==> src/sv/nplc_pkg.sv <==
`timescale 1ns / 1ps
package nplc_pkg;

    localparam int MAX_POINTS = 64;
    localparam int IDX_W      = 6;
    localparam int CNT_W      = 7;
    localparam int COORD_W    = 32;

    typedef struct packed {
        logic [COORD_W-1:0] x;
        logic [COORD_W-1:0] y;
        logic [IDX_W-1:0]   id;
    } point_t;

    typedef struct packed {
        logic x_lt;
        logic x_eq;
        logic y_lt;
        logic y_eq;
        logic id_lt;
    } cmp_t;

    typedef enum logic [4:0] {
        S_IDLE,
        S_RK_RDI,
        S_RK_LDI,
        S_RK_RDJ,
        S_RK_CMP,
        S_RK_WR,
        S_L_RD,
        S_L_GET,
        S_L_TOP,
        S_L_BS,
        S_L_BSC,
        S_L_PUT,
        S_R_E,
        S_R_EG,
        S_R_RD,
        S_R_CHK,
        S_EMIT
    } state_t;

endpackage

==> src/sv/nplc_cmp.sv <==
`timescale 1ns / 1ps
module nplc_cmp (
    input  nplc_pkg::point_t a,
    input  nplc_pkg::point_t b,
    output nplc_pkg::cmp_t   res
);

    always_comb
    begin
        res.x_lt  = a.x < b.x;
        res.x_eq  = a.x == b.x;
        res.y_lt  = a.y < b.y;
        res.y_eq  = a.y == b.y;
        res.id_lt = a.id < b.id;
    end

endmodule

==> config.mk <==
export PLATFORM = sky130hd
export DESIGN_NAME = nplc_cmp
export DESIGN_NICKNAME = d
export VERILOG_FILES = /design/src/sv/nplc_pkg.sv /design/src/sv/nplc_cmp.sv
export SDC_FILE = /design/constraint.sdc
export NUM_CORES = 1
export LEC_CHECK = 0
export BUFFER_PORTS_ARGS = -buffer_cell sky130_fd_sc_hd__buf_4
export CAP_MARGIN = 10
export CELL_PAD_IN_SITES_DETAIL_PLACEMENT = 1
export CELL_PAD_IN_SITES_GLOBAL_PLACEMENT = 1
export CORE_ASPECT_RATIO = 1.1
export CORE_UTILIZATION = 26
export DETAILED_ROUTE_END_ITERATION = 8
export PLACE_DENSITY_LB_ADDON = 0.2
export SYNTH_ARGS = -nofsm -noshare
export SYNTH_HDL_FRONTEND = slang
export SYNTH_SLANG_ARGS = --single-unit
export TNS_END_PERCENT = 1
==> constraint.sdc <==
create_clock -name vclk -period 2.5
set_clock_uncertainty 0.2 [all_clocks]
set_input_delay 0.375 -clock vclk [all_inputs]
set_output_delay 0.375 -clock vclk [all_outputs]
set_load 0.01 [all_outputs]
======== Word level (Yosys, flattened, before mapping) ========
Index checks and enable logic that the tools add are counted.
word-level totals
  flip-flop bits (word level) ............. 0
operators by class
  eq/ne operators ......................... 2
  order comparisons ....................... 3
operator list
  cell                         count
  == test 32 bit               2
  less-than comparator 32 bit  2
  less-than comparator 6 bit   1

======== Longest topological paths before layout ========
Gate-level depths: netlist (run 1).
  depth after elaboration ................. 1
  mapped depth ............................ 7
  gate-level depth less buffers ........... 7

======== Worst setup path before layout (run 1) ========
Ideal clock, no wire load.
  path type ............................... input to output
  start ................................... in b[21] in the netlist's numbering
  end ..................................... out res[1] in the netlist's numbering
  stages on the path ...................... 7
  arrival ................................. 1731 ps
  path buffers ............................ 0
  data required time ...................... 1925 ps
  slack ................................... 194 ps
  cells stage by stage .................... inv_1 ha_1 nand4_1 or3_4 nor3_2 nand2_1 nor3_1
RTL lines
  element          RTL line       RTL
  start, declared  nplc_cmp.sv:4  input nplc_pkg::point_t b,
  end, declared    nplc_cmp.sv:5  output nplc_pkg::cmp_t res

==> reports/results.md, run 1 <==
Placement
* 2980 sq um — DP Area
* 5260 microns — detailed-placement wirelength estimate
* 145 — number of buffers added on ports
* 0.743 — RePlAce Congestion

Die
* 7100 sq um — full die area
* 6560 sq um — total core area
* 145 — top-level port count
* 31 — FP Rows
* 0.268 — effective utilization at floorplan
* 88.3 microns — die outline height
* 80.4 microns — DIE WIDTH

Critical path
* 2 — Max FO, Critical Path
* primary output — kind of end point of the critical path
* res[2] — endpoint of the most critical setup path
* input port — Critical Path Source Type
* 1910 ps — critical path arrival
* 1920 ps — CP Data Required Time
* in2out — category of the critical setup timing path
* a[19] — startpoint of the worst setup timing path

Timing
* 0.995 — final critical-path share of the clock period
* 0 — count of final max-slew check failures
* 0.810 — headroom to the max-slew limit
* 0 — final hold violations
* 2490 ps — final critical path time including I/O delays and setup
* yes — setup repair after global routing missed its margin
* 285 ps — slew at the pin closest to its max-slew limit
* 1020 ps — Hold WS
* 0 — Final Setup Violations
* 0.402 GHz — Max Clock Freq
* 0 ps — sum of negative setup slack

Drt
* 11.6 microns — wire per inst
* 4.59 — vias per cell
* 5560 microns — total wirelength of the detailed-routed design
* 0 — count of antenna-violating nets left after detailed routing
* 0 — residual DRC count
* 2196 — vias
* 10 — DR iter-0 viols
* 4 — detailed-router iteration count before antenna repair

Clock tree
* 0 — count of hold buffers inserted by post-cts repair

Layout
* 0.414 — share of cells above drive strength 1
* 0 — Antenna Cells
* 0 — final-layout clock buffer total
* 0 sq um — FF/Latch Area
* 0 — Seq Cell Count
* 847 — # fillers
* 3070 sq um — final instance area
* 607 — net total in the final layout
* 74.7% — post-synthesis to final-layout area growth
* sky130_fd_sc_hd__buf_4 — most common cell after layout, fill and taps aside
* sky130_fd_sc_hd__buf_4, sky130_fd_sc_hd__inv_1, sky130_fd_sc_hd__ha_1, sky130_fd_sc_hd__a21oi_1, sky130_fd_sc_hd__nand2_1 — most frequent cells in the layout

Job
* 0 — total of max-cap violations

Power
* 147 nW/um^2 — PD cells
* 453 uW — total chip power
* 0.0000668 V — Max rail drop VDD
* 1.87 nW — Leak

GRT
* 0.151 — gr usage total
* 0 — remaining global-route overflow
* 4 — pin count of the biggest net entering global routing
* 8740 microns — global-route wire length before repair
* 2239 — vias in the first global route
* 0 — number of antenna violations at the first check in global routing

Synthesis
* 23 — count of different cell masters after synthesis
* 456 — Syn Nets
* 0 — number of warnings printed during yosys synthesis
* 7.12 sq um — Syn Area/Cell
* 0 — proportion of synthesized chip area in sequential cells
* 1760 sq um — Netlist Area Pre-Place
* 247 — cells after synthesis

Min path
* in2out — worst min path class

Run status
* completed — result of the run

critical path, stage by stage:
cell and delay [ps]:
sky130_fd_sc_hd__buf_4 110, sky130_fd_sc_hd__ha_1 300, sky130_fd_sc_hd__nand4_1 110, sky130_fd_sc_hd__or3_4 360
sky130_fd_sc_hd__nor3_4 160, sky130_fd_sc_hd__a211oi_2 100, sky130_fd_sc_hd__o221a_1 250, sky130_fd_sc_hd__buf_4 140
repair_timing:
| action | in CTS | in global routing |
|---|---|---|
| pin swaps | 5 | 1 |
| setup endpoints to repair | 4 | 3 |
| gates cloned | 0 | 0 |
| resized for setup | 2 | 7 |
| buffers inserted | 0 | 0 |
Yosys cell counts:
library cell,count,area (sq um)
sky130_fd_sc_hd__o22ai_1,2,12.5
sky130_fd_sc_hd__o221a_1,2,22.5
sky130_fd_sc_hd__nor2_1,4,15.0
sky130_fd_sc_hd__o21ai_0,4,20.0
sky130_fd_sc_hd__nand2_4,1,11.3
sky130_fd_sc_hd__nor3_1,2,10.0
sky130_fd_sc_hd__o21a_1,5,37.5
sky130_fd_sc_hd__nand3_1,4,20.0
sky130_fd_sc_hd__or2_2,2,12.5
sky130_fd_sc_hd__nand2_1,22,82.6
sky130_fd_sc_hd__nand4_1,6,37.5
sky130_fd_sc_hd__a21oi_1,26,130
sky130_fd_sc_hd__nor3_2,2,20.0
sky130_fd_sc_hd__a211o_2,1,10.0
sky130_fd_sc_hd__a21o_1,8,60.1
sky130_fd_sc_hd__a211oi_1,4,30.0
sky130_fd_sc_hd__inv_1,73,274
sky130_fd_sc_hd__or3_4,2,22.5
sky130_fd_sc_hd__a221oi_1,2,17.5
sky130_fd_sc_hd__ha_1,69,863
sky130_fd_sc_hd__and4_1,4,35.0
sky130_fd_sc_hd__a211o_1,1,8.76
sky130_fd_sc_hd__nand2b_1,1,6.26
power by group:
part	internal (mW)	switching, mW
logic	0.274	0.179
clock network	0	0
registers	0	0
how the worst min path moves through the flow:
stage	from	end	slack (ps)	depth (start not counted)
global placement	a[5]	res[0]	1010	5
detailed placement	a[5]	res[0]	1020	5
global route	a[5]	res[0]	1080	5
floorplan	a[5]	res[0]	820	3
finish	a[5]	res[0]	1020	5
CTS	a[5]	res[0]	1030	5
kinds of logic (layout without fill, tap and decap cells):
| logic type | Yosys count | in the layout | synth area share |
|---|---|---|---|
| AND/OR/NAND/NOR | 50 | 50 | 0.155 |
| buffers and inverters | 73 | 222 | 0.156 |
| AO/OA/AOI/OAI | 55 | 55 | 0.198 |
| adder cells (fa/ha/maj) | 69 | 69 | 0.491 |
layout make-up:
type                       count  area [sq um]  area share
timing repair buffer         149          1120       0.364
inverter                      73           274      0.0892
multi-input combinational    174          1580       0.513
tap                           82           103      0.0334
routing by layer:
metal  vias to the layer above  track usage  part of all wire
met5                         -            0                 0
met3                         2       0.0165             0.065
met1                       981        0.165              0.38
met4                         0      0.00649            0.0065
met2                        75        0.318              0.55
li1                       1138            -                 -
per-stage QoR:
step           cells  worst slack (ps)  utilization
6_report         478              13.2        0.469
5_1_grt          478             -60.4        0.469
4_1_cts          478              1.20        0.457
3_5_place_dp     478              -113        0.455
3_3_place_gp     478             -67.1        0.455
2_1_floorplan    247               194            -
No activity file was read; power rests on OpenSTA's default activity.
==> run 2, diff against run 1 <==
Settings changed: CORE_MARGIN set to 5.
==> run 2 against run 1 <==
Against the previous run: the flow now finishes with violations (setup timing); setup slack got worse by 15 ps; cell count increased by 0.63%; flip-flop and latch count unchanged; combinational power increased by 2%; largest cell class unchanged; sequential share of layout area unchanged; via count increased by 0.27%; hold slack got worse by 8.3 ps.
==> reports/results.md, run 2 (synthesis gave the netlist of run 1 again) <==
Critical path
* 2 — Max FO, Critical Path
* 1930 ps — critical path arrival
* 1920 ps — CP Data Required Time
* buf_4 > ha_4 > nand4_1 > buf_4 > buf_4 > buf_4 > o22ai_2 > a211oi_2 > o221a_1 > buf_4 — cell chain of the critical path
* primary output — kind of end point of the critical path
* sky130_fd_sc_hd__ha_4 — cell with the largest stage delay on the worst path
* input port — Critical Path Source Type
* sky130_fd_sc_hd__buf_4 — most frequent CP cell
* in2out — category of the critical setup timing path
* 250 ps — Crit path largest cell delay

Drt
* 6250 microns — total wirelength of the detailed-routed design
* 0 — residual DRC count
* 0 — count of antenna-violating nets left after detailed routing
* 3 — detailed-router iteration count before antenna repair
* 9 — DR iter-0 viols
* 4.58 — vias per cell
* 13.0 microns — wire per inst
* 2202 — vias

Placement
* 5830 microns — detailed-placement wirelength estimate
* 145 — number of buffers added on ports
* -197 ps — DP Worst Slack
* 2970 sq um — DP Area
* 0.737 — RePlAce Congestion

Run status
* setup timing — failing checks
* finished with violations — result of the run

Die
* 6590 sq um — total core area
* 88.4 microns — DIE WIDTH
* 8510 sq um — full die area
* 96.3 microns — die outline height
* 31 — FP Rows
* 0.267 — effective utilization at floorplan
* 145 — top-level port count

Power
* 147 nW/um^2 — PD cells
* 1.89 nW — Leak
* 461 uW — total chip power
* 0.0000561 V — Max rail drop VDD

Layout
* 610 — net total in the final layout
* 0 sq um — FF/Latch Area
* 0 — Seq Cell Count
* 3130 sq um — final instance area
* 0 — Antenna Cells
* sky130_fd_sc_hd__buf_4 — most common cell after layout, fill and taps aside
* 0.444 — share of cells above drive strength 1
* 0 — final-layout clock buffer total
* 0.475 — post-layout util
* 78.1% — post-synthesis to final-layout area growth
* sky130_fd_sc_hd__buf_4, sky130_fd_sc_hd__inv_1, sky130_fd_sc_hd__ha_1, sky130_fd_sc_hd__a21oi_1, sky130_fd_sc_hd__nand2_1 — most frequent cells in the layout

GRT
* 0 — remaining global-route overflow
* 4 — pin count of the biggest net entering global routing
* 2321 — vias in the first global route
* 0 — number of antenna violations at the first check in global routing
* 0.131 — gr usage total
* 9320 microns — global-route wire length before repair

Timing
* 263 ps — slew at the pin closest to its max-slew limit
* 1 — Final Setup Violations
* -2.16 ps — crit path setup slack, layout
* 1.00 — final critical-path share of the clock period
* 2500 ps — final critical path time including I/O delays and setup
* 0.400 GHz — Max Clock Freq
* 0 — final hold violations
* yes — setup repair after global routing missed its margin
* 0 — count of final max-slew check failures
* 1020 ps — Hold WS
* 0.825 — headroom to the max-slew limit

Clock tree
* 0 — count of hold buffers inserted by post-cts repair

Job
* 0 — total of max-cap violations

Min path
* in2out — worst min path class

run 2: cell types whose count changed in the layout (fill, tap and decap cells not counted):
cell and change:
sky130_fd_sc_hd__inv_1 -4, sky130_fd_sc_hd__inv_2 +4, sky130_fd_sc_hd__buf_4 +2, sky130_fd_sc_hd__nand2_1 -2
sky130_fd_sc_hd__nand2_2 +2, sky130_fd_sc_hd__nor3_1 -2, sky130_fd_sc_hd__nor3_2 +2, sky130_fd_sc_hd__buf_6 +1
sky130_fd_sc_hd__ha_1 -1, sky130_fd_sc_hd__ha_4 +1, sky130_fd_sc_hd__o22ai_1 -1, sky130_fd_sc_hd__o22ai_2 +1
run 2: cell type report:
class	count	area [sq um]
Tap cell	82	103
Timing Repair Buffer	152	1140
Fill cell	859	3460
Inverter	73	274
Multi-Input combinational cell	174	1610
run 2: repair_timing:
action | in CTS | in global routing
setup endpoints to repair | 4 | 4
gates resized for setup | 7 | 13
pin swaps | 6 | 1
buffers inserted | 4 | 0
run 2: report_power, final:
part           internal, mW  leakage, nW  total (mW)  switching (mW)
logic                 0.279         1.89       0.461           0.182
registers                 0            0           0               0
clock network             0            0           0               0
total                 0.279         1.89       0.461           0.182
run 2: per-layer routing:
metal	vias to the layer above	wire length, microns	track usage
met5	-	0	0
met2	67	3630	0.290
met1	990	2190	0.132
li1	1145	-	-
met3	0	429	0.0197
met4	0	0	0
run 2: final timing paths:
path / startpoint / cells past startpoint / to / slack, ps
hold / removal: b[38] / 5 / res[3] / 1020
setup / recovery: a[50] / 10 / res[4] / -2
run 2: metrics by stage:
stage | setup TNS, ps | std cells
after floorplan | 0 | 247
after global placement | -182 | 477
after detailed placement | -500 | 477
after CTS | -8.75 | 481
after global routing | -155 | 481
final | -2.16 | 481
run 2: worst max-delay path, delay by kind of cell:
family | cells | cell delay (ps)
buffers and inverters | 5 | 670
AO/OA/AOI/OAI | 3 | 490
adder cells (fa/ha/maj) | 1 | 250
AND/OR/NAND/NOR | 1 | 130
==> run 3, diff against run 2 <==
Settings changed: PLACE_DENSITY set to 0.94, PLACE_DENSITY_LB_ADDON 0.2 to unset.
==> run 3 against run 2 <==
Against the previous run: clock-buffer cell count is the same; critical endpoint is now res[2]; non-clock buffer count down 4; setup slack lost 0.93 ps; cell count down 0.83%; die area unchanged; cell area decreased by 2.1%; flip-flop and latch count is the same; critical path type unchanged; total power rose by 0.31%; the flow still finishes with violations (setup timing); routed wire length is 12% higher; combinational power about the same; critical path depth down 1; largest power group unchanged; fmax is essentially flat.
==> reports/results.md, run 3 (synthesis gave the netlist of run 1 again) <==
Critical path
* input port — Critical Path Source Type
* in2out — category of the critical setup timing path
* 1930 ps — critical path arrival
* 1920 ps — CP Data Required Time
* 2 — Max FO, Critical Path
* primary output — kind of end point of the critical path

Die
* 145 — top-level port count
* 8510 sq um — full die area
* 6590 sq um — total core area
* 88.4 microns — DIE WIDTH
* 96.3 microns — die outline height
* 31 — FP Rows
* 0.267 — effective utilization at floorplan

Run status
* setup timing — failing checks
* finished with violations — result of the run

Power
* 462 uW — total chip power
* 189 uW — Sw Pwr
* 0 — clock network fraction of total power
* 1.87 nW — Leak
* 0 — sequential share of power
* 274 uW — P_int
* 1.000 — Gate power share
* 0.0000623 V — Max rail drop VDD
* 0.408 — switching part of the total
* 151 nW/um^2 — PD cells

Layout
* 3070 sq um — final instance area
* sky130_fd_sc_hd__buf_4 — most common cell after layout, fill and taps aside
* 0.420 — share of cells above drive strength 1
* 606 — net total in the final layout
* 0 sq um — FF/Latch Area
* 0 — Seq Cell Count
* 74.3% — post-synthesis to final-layout area growth
* 0 — Antenna Cells
* sky130_fd_sc_hd__buf_4, sky130_fd_sc_hd__inv_1, sky130_fd_sc_hd__ha_1, sky130_fd_sc_hd__a21oi_1, sky130_fd_sc_hd__nand2_1 — most frequent cells in the layout
* 0 — final-layout clock buffer total

Drt
* 4.75 — vias per cell
* 14 — DR iter-0 viols
* 0 — residual DRC count
* 14.7 microns — wire per inst
* 0 — count of antenna-violating nets left after detailed routing
* 7020 microns — total wirelength of the detailed-routed design
* 2267 — vias
* 3 — detailed-router iteration count before antenna repair

Timing
* yes — setup repair after global routing missed its margin
* 1.00 — final critical-path share of the clock period
* 0.400 GHz — Max Clock Freq
* 0 — count of final max-slew check failures
* 2500 ps — final critical path time including I/O delays and setup
* 322 ps — slew at the pin closest to its max-slew limit
* 1 — Final Setup Violations
* 0.785 — headroom to the max-slew limit
* 0 — final hold violations
* -3.09 ps — crit path setup slack, layout

GRT
* 2542 — vias in the first global route
* 4 — pin count of the biggest net entering global routing
* 10400 microns — global-route wire length before repair
* 0 — remaining global-route overflow
* 0 — number of antenna violations at the first check in global routing
* 0.152 — gr usage total

Placement
* 0.740 — RePlAce Congestion
* 2970 sq um — DP Area
* 6610 microns — detailed-placement wirelength estimate
* 145 — number of buffers added on ports

Clock tree
* 0 — count of hold buffers inserted by post-cts repair

Min path
* in2out — worst min path class

Job
* 0 — total of max-cap violations

run 3: changes by cell type in the layout (fill, tap and decap cells not counted), sizes merged:
cell	previous run	this run
buf	152	148
run 3: timing repair:
item                                    in CTS  in global routing
gates resized for setup                      7                  7
pin swaps                                    8                  1
endpoints found under the setup margin       4                  4
buffers inserted                             1                  0
run 3: power by group through the flow:
stage	logic [mW]	clock network [mW]	registers, mW
floorplan	0.199	0	0
global placement	0.414	0	0
detailed placement	0.445	0	0
CTS	0.461	0	0
global route	0.519	0	0
finish	0.462	0	0
run 3: path summary, 6_finish.rpt:
check	slack, ps	cells after the start	start	to
min	1030	5	a[5]	res[0]
max	-3	9	b[19]	res[2]
run 3: area by class of cell:
cell class / count / area (sq um)
inverter: 73 / 274
multi-input combinational: 174 / 1580
fill: 847 / 3530
tap: 82 / 103
timing repair buffer: 148 / 1110
run 3: through the flow:
step	TNS (ps)	hold WS (ps)	setup slack [ps]	utilization	instances
floorplan	0	824	194	-	247
global route	-177	1050	-105	0.465	477
detailed placement	-420	1050	-145	0.450	476
global placement	-88.5	1020	-49.0	0.450	476
finish	-3.09	1030	-3.09	0.465	477
CTS	0	1050	0.685	0.460	477
run 3: routing by layer:
metal | up-vias | global-route usage | share of wire
li1 | 1139 | - | -
met1 | 1045 | 0.125 | 0.30
met2 | 63 | 0.349 | 0.63
met3 | 20 | 0.0137 | 0.038
met4 | 0 | 0.0516 | 0.035
met5 | - | 0 | 0
run 3: critical path: stages:
cell,delay (ps)
sky130_fd_sc_hd__buf_4,80
sky130_fd_sc_hd__inv_1,60
sky130_fd_sc_hd__ha_4,270
sky130_fd_sc_hd__nand4_1,100
sky130_fd_sc_hd__or3_4,370
sky130_fd_sc_hd__nor3_4,170
sky130_fd_sc_hd__a211oi_2,110
sky130_fd_sc_hd__o221a_1,270
sky130_fd_sc_hd__buf_6,130
